===== src/rtl/core/bsid_pkg.sv =====
// ----------------------------------------------------------------------------
// bsid_pkg
// Types and constants shared by the byte stream instruction decoder.
// ----------------------------------------------------------------------------
package bsid_pkg;

  localparam logic [15:0] ENTRY_RESET = 16'h2000;

  // operation classes
  localparam logic [5:0] MN_BRK  = 6'd0;
  localparam logic [5:0] MN_MUL  = 6'd1;
  localparam logic [5:0] MN_DIV  = 6'd2;
  localparam logic [5:0] MN_RET  = 6'd3;
  localparam logic [5:0] MN_SYS  = 6'd4;
  localparam logic [5:0] MN_SPC  = 6'd5;
  localparam logic [5:0] MN_NOP  = 6'd6;
  localparam logic [5:0] MN_MOV  = 6'd7;
  localparam logic [5:0] MN_NOPC = 6'd8;
  localparam logic [5:0] MN_ILL  = 6'd9;
  localparam logic [5:0] MN_LLS  = 6'd10;
  localparam logic [5:0] MN_RLS  = 6'd11;
  localparam logic [5:0] MN_ADD  = 6'd12;
  localparam logic [5:0] MN_LDB  = 6'd13;
  localparam logic [5:0] MN_LD   = 6'd14;
  localparam logic [5:0] MN_STB  = 6'd15;
  localparam logic [5:0] MN_ST   = 6'd16;
  localparam logic [5:0] MN_CMP  = 6'd17;
  localparam logic [5:0] MN_PUSH = 6'd18;
  localparam logic [5:0] MN_POP  = 6'd19;
  localparam logic [5:0] MN_JUMP = 6'd20;
  localparam logic [5:0] MN_CALL = 6'd21;
  localparam logic [5:0] MN_INC  = 6'd30;
  localparam logic [5:0] MN_DEC  = 6'd31;
  localparam logic [5:0] MN_AND  = 6'd32;
  localparam logic [5:0] MN_OR   = 6'd33;
  localparam logic [5:0] MN_XOR  = 6'd34;
  localparam logic [5:0] MN_SWAP = 6'd35;

  // operand forms
  localparam logic [2:0] F_NONE    = 3'd0;
  localparam logic [2:0] F_IMM16   = 3'd1;
  localparam logic [2:0] F_IMM8    = 3'd2;
  localparam logic [2:0] F_REGPAIR = 3'd3;
  localparam logic [2:0] F_MEMREG  = 3'd4;
  localparam logic [2:0] F_MEMIMM  = 3'd5;

  // operand registers
  localparam logic [2:0] OPND_R0   = 3'd0;
  localparam logic [2:0] OPND_R1   = 3'd1;
  localparam logic [2:0] OPND_SP   = 3'd4;
  localparam logic [2:0] OPND_PC   = 3'd5;
  localparam logic [2:0] OPND_NONE = 3'd6;

  localparam logic [1:0] LEN_1 = 2'd1;
  localparam logic [1:0] LEN_2 = 2'd2;
  localparam logic [1:0] LEN_3 = 2'd3;

  typedef struct packed {
    logic [7:0] code_byte;
    logic       start_req;
  } bsid_in_t;

  typedef struct packed {
    logic [15:0] instr_address;
    logic [7:0]  opcode_value;
    logic [5:0]  mnemonic;
    logic [2:0]  operand_form;
    logic [2:0]  first_operand;
    logic [2:0]  second_operand;
    logic [15:0] immediate;
    logic [1:0]  length;
    logic        is_illegal;
  } bsid_out_t;

  typedef struct packed {
    logic [5:0] mn;
    logic [2:0] form;
    logic [2:0] opa;
    logic [2:0] opb;
    logic [1:0] len;
    logic       ill;
  } bsid_dec_t;

endpackage


===== src/rtl/core/byte_stream_instruction_decoder.sv =====
// ----------------------------------------------------------------------------
// byte_stream_instruction_decoder
// Decodes an 8-bit instruction stream fed one byte per transaction.
// ----------------------------------------------------------------------------
// Takes one code byte per clock cycle when the result side keeps up. Each
// accepted byte passes through an input register, then the opcode table and
// program counter update, and the decoded record of an instruction lands in
// the result register. Opcode and immediate bytes that do not complete an
// instruction give no record. start_req reloads the program counter from the
// entry register (cfg_data, reset 0x2000) and drops a half-collected
// instruction.
// ----------------------------------------------------------------------------
module byte_stream_instruction_decoder
  import bsid_pkg::*;
(
  input  logic        clk,
  input  logic        rst_n,
  input  logic        in_valid,
  output logic        in_ready,
  input  bsid_in_t    in_data,
  output logic        out_valid,
  input  logic        out_ready,
  output bsid_out_t   out_data,
  input  logic        cfg_valid,
  output logic        cfg_ready,
  input  logic [15:0] cfg_data
);

  logic        in_valid_r;
  bsid_in_t    in_data_r;
  logic        out_valid_r;
  bsid_out_t   out_data_r;
  logic [15:0] entry_r;
  logic        adv;
  logic        res_valid;
  bsid_out_t   res;

  assign cfg_ready = 1'b1;
  assign adv       = in_valid_r && (!out_valid_r || out_ready);
  assign in_ready  = !in_valid_r || adv;
  assign out_valid = out_valid_r;
  assign out_data  = out_data_r;

  always_ff @(posedge clk) begin
    if (!rst_n) begin
      entry_r <= ENTRY_RESET;
    end else if (cfg_valid && cfg_ready) begin
      entry_r <= cfg_data;
    end
  end

  always_ff @(posedge clk) begin
    if (!rst_n) begin
      in_valid_r <= 1'b0;
    end else if (in_ready) begin
      in_valid_r <= in_valid;
    end
  end

  always_ff @(posedge clk) begin
    if (in_valid && in_ready) begin
      in_data_r <= in_data;
    end
  end

  bsid_step u_step (
    .clk        (clk),
    .rst_n      (rst_n),
    .advance    (adv),
    .item       (in_data_r),
    .entry_addr (entry_r),
    .res_valid  (res_valid),
    .res        (res)
  );

  always_ff @(posedge clk) begin
    if (!rst_n) begin
      out_valid_r <= 1'b0;
    end else if (adv && res_valid) begin
      out_valid_r <= 1'b1;
    end else if (out_ready) begin
      out_valid_r <= 1'b0;
    end
  end

  always_ff @(posedge clk) begin
    if (adv && res_valid) begin
      out_data_r <= res;
    end
  end

  // a held input byte stays put until the step logic takes it
  a_hold_input: assert property (@(posedge clk) disable iff (!rst_n)
    in_valid_r && !adv |=> in_valid_r && $stable(in_data_r))
    else $error("input register lost a byte under stall");

  a_len_form: assert property (@(posedge clk) disable iff (!rst_n)
    out_valid |-> ((out_data.length == LEN_3) ==
                   (out_data.operand_form == F_IMM16 ||
                    out_data.operand_form == F_MEMIMM)))
    else $error("record length disagrees with operand form");

  a_illegal: assert property (@(posedge clk) disable iff (!rst_n)
    out_valid && out_data.is_illegal |->
      out_data.mnemonic == MN_ILL && out_data.length == LEN_1 &&
      out_data.operand_form == F_NONE && out_data.immediate == 16'd0)
    else $error("illegal record is malformed");

endmodule


===== src/rtl/core/bsid_decode.sv =====
// ----------------------------------------------------------------------------
// bsid_decode
// Opcode table: maps one opcode byte to class, form, operands and length.
// ----------------------------------------------------------------------------
module bsid_decode
  import bsid_pkg::*;
(
  input  logic [7:0] opcode,
  output bsid_dec_t  dec
);

  logic [1:0] rr;
  logic [1:0] rm;
  logic [2:0] rr_o;
  logic [2:0] rm_o;
  logic [7:0] d98;
  logic [7:0] da2;
  logic [7:0] dc5;
  logic [7:0] dc9;
  logic [7:0] dcd;
  logic [7:0] dd9;
  logic [5:0] mn;
  logic [2:0] form;
  logic [2:0] opa;
  logic [2:0] opb;

  assign rr   = opcode[3:2];
  assign rm   = opcode[1:0];
  assign rr_o = {1'b0, rr};
  assign rm_o = {1'b0, rm};
  assign d98  = opcode - 8'h98;
  assign da2  = opcode - 8'ha2;
  assign dc5  = opcode - 8'hc5;
  assign dc9  = opcode - 8'hc9;
  assign dcd  = opcode - 8'hcd;
  assign dd9  = opcode - 8'hd9;

  always_comb begin
    mn   = MN_ILL;
    form = F_NONE;
    opa  = OPND_NONE;
    opb  = OPND_NONE;
    if (opcode < 8'h10) begin
      case (opcode[3:0])
        4'h0: mn = MN_BRK;
        4'h1: begin mn = MN_MUL; form = F_IMM16; opa = OPND_R0; end
        4'h2: begin mn = MN_MUL; form = F_REGPAIR; opa = OPND_R0; opb = OPND_R1; end
        4'h3: begin mn = MN_DIV; form = F_IMM16; opa = OPND_R0; end
        4'h4: begin mn = MN_DIV; form = F_REGPAIR; opa = OPND_R0; opb = OPND_R1; end
        4'h5: mn = MN_RET;
        4'h6: begin mn = MN_SYS; form = F_IMM8; end
        4'h7: mn = MN_SPC;
        4'h8: mn = MN_NOP;
        4'h9: begin mn = MN_MOV; form = F_IMM16; opa = OPND_SP; end
        4'ha: begin mn = MN_MOV; form = F_REGPAIR; opa = OPND_R0; opb = OPND_SP; end
        4'hb: begin mn = MN_DIV; form = F_REGPAIR; opa = OPND_R1; opb = OPND_SP; end
        4'hc: mn = MN_NOPC;
        4'he: begin mn = MN_LLS; opa = OPND_R0; end
        4'hf: begin mn = MN_RLS; opa = OPND_R0; end
        default: mn = MN_ILL;
      endcase
    end else if (opcode < 8'h14) begin
      mn = MN_MOV; form = F_IMM16; opa = rm_o;
    end else if (opcode < 8'h20) begin
      mn = MN_ILL;
    end else if (opcode < 8'h90) begin
      // stores take the memory register first
      case (opcode[7:4])
        4'h2: begin mn = MN_MOV; form = F_REGPAIR; opa = rr_o; opb = rm_o; end
        4'h3: begin mn = MN_ADD; form = F_REGPAIR; opa = rr_o; opb = rm_o; end
        4'h4: begin mn = MN_LDB; form = F_MEMREG; opa = rr_o; opb = rm_o; end
        4'h5: begin mn = MN_LD;  form = F_MEMREG; opa = rr_o; opb = rm_o; end
        4'h6: begin mn = MN_STB; form = F_MEMREG; opa = rm_o; opb = rr_o; end
        4'h7: begin mn = MN_ST;  form = F_MEMREG; opa = rm_o; opb = rr_o; end
        default: begin mn = MN_CMP; form = F_REGPAIR; opa = rr_o; opb = rm_o; end
      endcase
    end else if (opcode < 8'h98) begin
      mn = (opcode < 8'h94) ? MN_PUSH : MN_POP; opa = rm_o;
    end else if (opcode < 8'ha2) begin
      mn = MN_JUMP + d98[5:0]; form = F_IMM16;
    end else if (opcode < 8'ha6) begin
      mn = MN_CMP; form = F_IMM16; opa = da2[2:0];
    end else if (opcode == 8'ha6) begin
      mn = MN_PUSH; opa = OPND_SP;
    end else if (opcode == 8'ha7) begin
      mn = MN_PUSH; opa = OPND_PC;
    end else if (opcode < 8'hb0) begin
      mn = (opcode < 8'hac) ? MN_INC : MN_DEC; opa = rm_o;
    end else if (opcode < 8'hc0) begin
      mn = MN_LDB + {4'b0, rr}; form = F_MEMIMM; opa = rm_o;
    end else if (opcode < 8'hc5) begin
      mn = MN_ILL;
    end else if (opcode < 8'hc9) begin
      mn = MN_JUMP; opa = dc5[2:0];
    end else if (opcode < 8'hcd) begin
      mn = MN_CALL; opa = dc9[2:0];
    end else if (opcode < 8'hd0) begin
      mn = MN_AND + dcd[5:0]; form = F_IMM16; opa = OPND_R0;
    end else if (opcode < 8'hd8) begin
      mn   = (opcode < 8'hd4) ? MN_AND : MN_OR;
      form = F_REGPAIR;
      opa  = OPND_R0;
      opb  = (rm == 2'd0) ? OPND_R1 : rm_o;
    end else if (opcode == 8'hd8) begin
      mn = MN_XOR; form = F_REGPAIR; opa = OPND_R0; opb = OPND_R1;
    end else if (opcode == 8'hd9) begin
      mn = MN_ILL;
    end else if (opcode < 8'hdd) begin
      mn = MN_XOR; form = F_REGPAIR; opa = OPND_R0; opb = dd9[2:0];
    end else if (opcode < 8'he0) begin
      mn = MN_SWAP; opa = OPND_R0;
    end else if (opcode < 8'he4) begin
      mn = MN_ADD; form = F_IMM16; opa = rm_o;
    end
  end

  always_comb begin
    dec.mn   = mn;
    dec.form = form;
    dec.opa  = opa;
    dec.opb  = opb;
    dec.ill  = (mn == MN_ILL);
    if (form == F_IMM16 || form == F_MEMIMM) begin
      dec.len = LEN_3;
    end else if (form == F_IMM8) begin
      dec.len = LEN_2;
    end else begin
      dec.len = LEN_1;
    end
  end

endmodule


===== src/rtl/core/bsid_step.sv =====
// ----------------------------------------------------------------------------
// bsid_step
// Program counter and pending-instruction state; builds the decoded record
// on the last byte of each instruction.
// ----------------------------------------------------------------------------
module bsid_step
  import bsid_pkg::*;
(
  input  logic        clk,
  input  logic        rst_n,
  input  logic        advance,
  input  bsid_in_t    item,
  input  logic [15:0] entry_addr,
  output logic        res_valid,
  output bsid_out_t   res
);

  logic [15:0] pc_r, pc_nxt;
  logic [1:0]  need_r, need_nxt;
  logic [7:0]  pend_r, pend_nxt;
  logic [7:0]  imm_lo_r, imm_lo_nxt;
  logic [15:0] opaddr_r, opaddr_nxt;

  logic [15:0] pc_eff;
  logic [1:0]  need_eff;
  logic [7:0]  op_sel;
  bsid_dec_t   dec;

  // start drops any pending instruction before this byte
  assign pc_eff   = item.start_req ? entry_addr : pc_r;
  assign need_eff = item.start_req ? 2'd0 : need_r;
  assign op_sel   = (need_eff == 2'd0) ? item.code_byte : pend_r;

  bsid_decode u_decode (
    .opcode (op_sel),
    .dec    (dec)
  );

  always_comb begin
    pc_nxt     = pc_eff + 16'd1;
    need_nxt   = need_eff;
    pend_nxt   = pend_r;
    imm_lo_nxt = imm_lo_r;
    opaddr_nxt = opaddr_r;
    res_valid  = 1'b0;

    res.instr_address  = opaddr_r;
    res.opcode_value   = op_sel;
    res.mnemonic       = dec.mn;
    res.operand_form   = dec.form;
    res.first_operand  = dec.opa;
    res.second_operand = dec.opb;
    res.immediate      = 16'd0;
    res.length         = dec.len;
    res.is_illegal     = dec.ill;

    if (need_eff == 2'd0) begin
      opaddr_nxt        = pc_eff;
      res.instr_address = pc_eff;
      if (dec.len == LEN_1) begin
        res_valid = 1'b1;
      end else begin
        pend_nxt = item.code_byte;
        need_nxt = dec.len - 2'd1;
      end
    end else if (need_eff == 2'd2) begin
      imm_lo_nxt = item.code_byte;
      need_nxt   = 2'd1;
    end else begin
      need_nxt  = 2'd0;
      res_valid = 1'b1;
      if (dec.len == LEN_3) begin
        res.immediate = {item.code_byte, imm_lo_r};
      end else begin
        res.immediate = {8'd0, item.code_byte};
      end
    end
  end

  always_ff @(posedge clk) begin
    if (!rst_n) begin
      pc_r   <= ENTRY_RESET;
      need_r <= 2'd0;
    end else if (advance) begin
      pc_r   <= pc_nxt;
      need_r <= need_nxt;
    end
  end

  always_ff @(posedge clk) begin
    if (advance) begin
      pend_r   <= pend_nxt;
      imm_lo_r <= imm_lo_nxt;
      opaddr_r <= opaddr_nxt;
    end
  end

endmodule

===== config.mk =====
export PLATFORM = sky130hd
export DESIGN_NAME = byte_stream_instruction_decoder
export DESIGN_NICKNAME = d
export VERILOG_FILES = /design/src/rtl/core/bsid_pkg.sv /design/src/rtl/core/byte_stream_instruction_decoder.sv /design/src/rtl/core/bsid_decode.sv /design/src/rtl/core/bsid_step.sv
export SDC_FILE = /design/constraint.sdc
export NUM_CORES = 1
export LEC_CHECK = 0
export ABC_AREA = 1
export ABC_CLOCK_PERIOD_IN_PS = 5250
export BUFFER_PORTS_ARGS = -buffer_cell sky130_fd_sc_hd__clkbuf_2
export CAP_MARGIN = 20
export CORE_ASPECT_RATIO = 0.7
export CORE_MARGIN = 10
export CORE_UTILIZATION = 58
export CTS_CLUSTER_SIZE = 40
export DETAILED_ROUTE_END_ITERATION = 6
export GPL_ROUTABILITY_DRIVEN = 0
export PLACE_DENSITY = 0.8
export SLEW_MARGIN = 10
export SYNTH_ARGS = -nofsm -noshare
export SYNTH_HDL_FRONTEND = slang
export SYNTH_SLANG_ARGS = --single-unit

===== constraint.sdc =====
create_clock -name clk -period 5.25 [get_ports clk]
set_input_delay 1.05 -clock clk [delete_from_list [all_inputs] [get_ports clk]]
set_output_delay 1.05 -clock clk [all_outputs]
set_load 0.02 [all_outputs]

==> reports/metrics.yaml <==
floorplanning:
  core_area_mm2: 0.0117
  ios: 91
  initial_core_util_pct: 59.5
  die_x_um: 151
  die_h_um: 112
  die-area_mm2: 0.0169
  rows: 33
min_path:
  min_to: "u_step.pc_r[13]$_SDFFE_PN1P_"
  min_path_type: "reg -> reg"
  hold_path_depth: 2
  hp-start: "u_step.pc_r[13]$_SDFFE_PN1P_"
sta:
  fmax_mhz: 229
  grt_setup_unrepaired: "false"
  slew_headroom_pct: 54.5
  skew_ns: 0.00853
  hold_viol_final: 0
  min_period_ns: 4.37
  drv_slew: 0
  tns_ns: 0
  period_share_pct: 83.2
  hold-worst-slack_ns: 0.474
  setup_violations: 0
  tightest_slew_ns: 0.675
place:
  io_buffers: 89
  place_hpwl_um: 13500
global_route:
  grt_usage_pct: 22.2
  grt_pass1_vias: 5531
  grt_antenna_before_repair: 1
  grt_overflow_total: 0
  grt_start_max_net_pins: 44
  grt_pass1_wl_um: 29800
finish:
  final_cell_mix: "155 x nand2_1, 104 x nor2_1, 99 x edfxtp_1"
  area_delta_synth_final_pct: 16.9
  fin_nets: 921
  drive_gt1_share_pct: 21.5
  fillers: 862
  mostFrequentLayoutCell: "nand2_1"
setup_path:
  r2r-end: "out_data[20]$_DFFE_PP_"
  cp_max_fo: 43
  required_ns: 5.31
  r2r-start: "in_data_r[0]$_DFFE_PP_"
  startpoint_type: "flop"
  reg2regPathDepth: 23
  end_kind: "flop"
  r2r_slack_ns: 0.88
  cp_data_arrival_time_ns: 4.43
  crit_type: "reg -> reg"
detailed_routing:
  wl_per_cell_um: 17.7
  drt-vias-per-instance: 5.72
  initialDrtViolationCount: 793
  drc: 0
  dr.pass1.iters: 5
  num_vias: 6034
  wl_um: 18700
  detail-route-antenna-nets: 0
synthesis:
  synthTopCellsByArea: "edfxtp_1 43%, dfxtp_1 10%, nand2_1 8.3%, o21ai_0 5.7%, nor2_1 5.6%"
  postSynthAreaPerCell_um2: 8.84
  ys_seq_elements: 135
  syn-num-nets: 828
  synth_top_area_share_pct: 42.6
  syn_inst: 790
  synth_area_leader_cell: "edfxtp_1"
  synth.distinct_cells: 47
  ys_seq_area_share_pct: 52.9
  synthesis.area_mm2: 0.00698
  yosysWarnings: 0
cts:
  cts-root-buf: "clkbuf_16"
  max-clock-path-buffers: 2
  postCtsResizedCells: 0
  clk_pin_slew_worst_paths_ns: 0.06
  cts_tree: "done"
  post-cts-setup-buffer-count: 0
  ctsHtreeMaxLevel: 4
  clock_latency_ns: 0.42
  holdBufCountCts: 0
  cts_made_buffers: 17
  numClockSinks: 135
pwr:
  vdd_ir_drop_max_mv: 0.252
  pwr_density_cell_mw_per_mm2: 392
  power_leakage_nw: 3.58
flow_run:
  drv_cap: 0
run_status:
  outcome: "completed"
==> flip-flops by register name, indices dropped and copies added, names as in the netlist <==
signal / cells
u_step.pend_r: 8
u_step.imm_lo_r: 8
in_data_r: 9
u_step.pc_r: 16
u_step.opaddr_r: 16
out_valid: 1
entry_r: 16
u_step.need_r: 2
in_valid_r: 1
out_data: 58
==> logic make-up (layout without fill, tap and decap cells) <==
family / count (synthesis) / count (layout) / synth area share (%)
buffers and inverters: 117 / 223 / 6.84
and+or+nand+nor: 375 / 375 / 25.4
xor gates and xnor gates: 15 / 15 / 1.88
DFF: 135 / 135 / 52.9
muxes: 3 / 3 / 0.430
AOI/OAI and AO/OA: 136 / 136 / 11.0
adders and majority gates: 8 / 8 / 1.43
other: 1 / 2 / 0.0537
==> stage by stage <==
stage               setup slack, ns  std cells  cell area (µm²)  power, mW  util [%]
finish                        0.884       1054             8160       3.20      69.6
global route                  0.584       1053             8160       3.33      69.6
CTS                           0.974       1052             8160       3.19      69.5
detailed placement            0.996       1020             7550       1.98      64.4
global placement               1.22       1020             7550       1.98      64.4
floorplan                      1.09        790             6980       1.79         -
==> synth_stat cells, drive strengths merged <==
cell / count
nand2: 179
nor2: 113
edfxtp: 99
inv: 91
o21ai: 88
nand3: 48
dfxtp: 36
a21oi: 23
clkbuf: 14
xor2: 14
or2: 11
nor3: 10
o211ai: 10
buf: 9
nand4: 9
ha: 8
a211oi: 5
a31oi: 4
clkinv: 3
mux2i: 3
nand3b: 2
nor4: 2
o22ai: 2
o31ai: 2
a22oi: 1
a41oi: 1
and3: 1
conb: 1
xnor2: 1
==> area by class of cell <==
cell class	count	area [µm²]	share of cell area, %
timing repair buffer	97	503	6.16
tap	157	196	2.41
antenna	1	2.50	0.0307
clock buffer	18	429	5.26
inverter	94	353	4.32
sequential	135	3690	45.2
multi-input combinational	538	2810	34.4
clock inverter	14	174	2.13
==> power by group <==
group	internal, mW	switching, mW
logic	0.188	0.496
clock network	0.749	0.456
registers	1.27	0.0406
==> worst max path at each step <==
stage / start / end / slack [ns] / cells past startpoint
6_report: in_data_r[0]$_DFFE_PP_ / out_data[20]$_DFFE_PP_ / 0.88 / 23
5_1_grt: in_data_r[0]$_DFFE_PP_ / out_data[2]$_DFFE_PP_ / 0.58 / 21
4_1_cts: in_data_r[0]$_DFFE_PP_ / out_data[10]$_SDFFCE_PP0P_ / 0.97 / 23
3_5_place_dp: in_data_r[0]$_DFFE_PP_ / out_data[50]$_DFFE_PP_ / 1.0 / 23
3_3_place_gp: in_data_r[0]$_DFFE_PP_ / out_data[52]$_DFFE_PP_ / 1.22 / 23
2_1_floorplan: in_data_r[0]$_DFFE_PP_ / out_data[0]$_DFFE_PP_ / 1.09 / 20
==> metal layers <==
| metal | up-vias | wire, µm | track usage [%] |
|---|---|---|---|
| met4 | 0 | 306 | 7.29 |
| met2 | 368 | 7420 | 29.3 |
| met1 | 2791 | 8360 | 32.2 |
| met3 | 42 | 2590 | 8.62 |
| li1 | 2833 | - | - |
| met5 | - | 0 | 0 |
==> worst max-delay path, cell delays in order (launching register included) <==
cell and delay [ns]:
edfxtp_1 0.40, inv_2 0.21, nand2_4 0.19, nand2_4 0.40, nand2_1 0.14, nand2_2 0.27, inv_1 0.17, ha_1 0.30
inv_1 0.18, o21ai_0 0.14, nand2_1 0.09, nand2_1 0.11, inv_2 0.10, nor2_4 0.05, nand3_1 0.07, nand2_1 0.07
nand2_2 0.13, nand2_1 0.10, nand2_2 0.12, nand2_2 0.07, nand2_1 0.07, nand2_1 0.09, inv_2 0.08, buf_4 0.42
(Power assumes the default switching activity.)
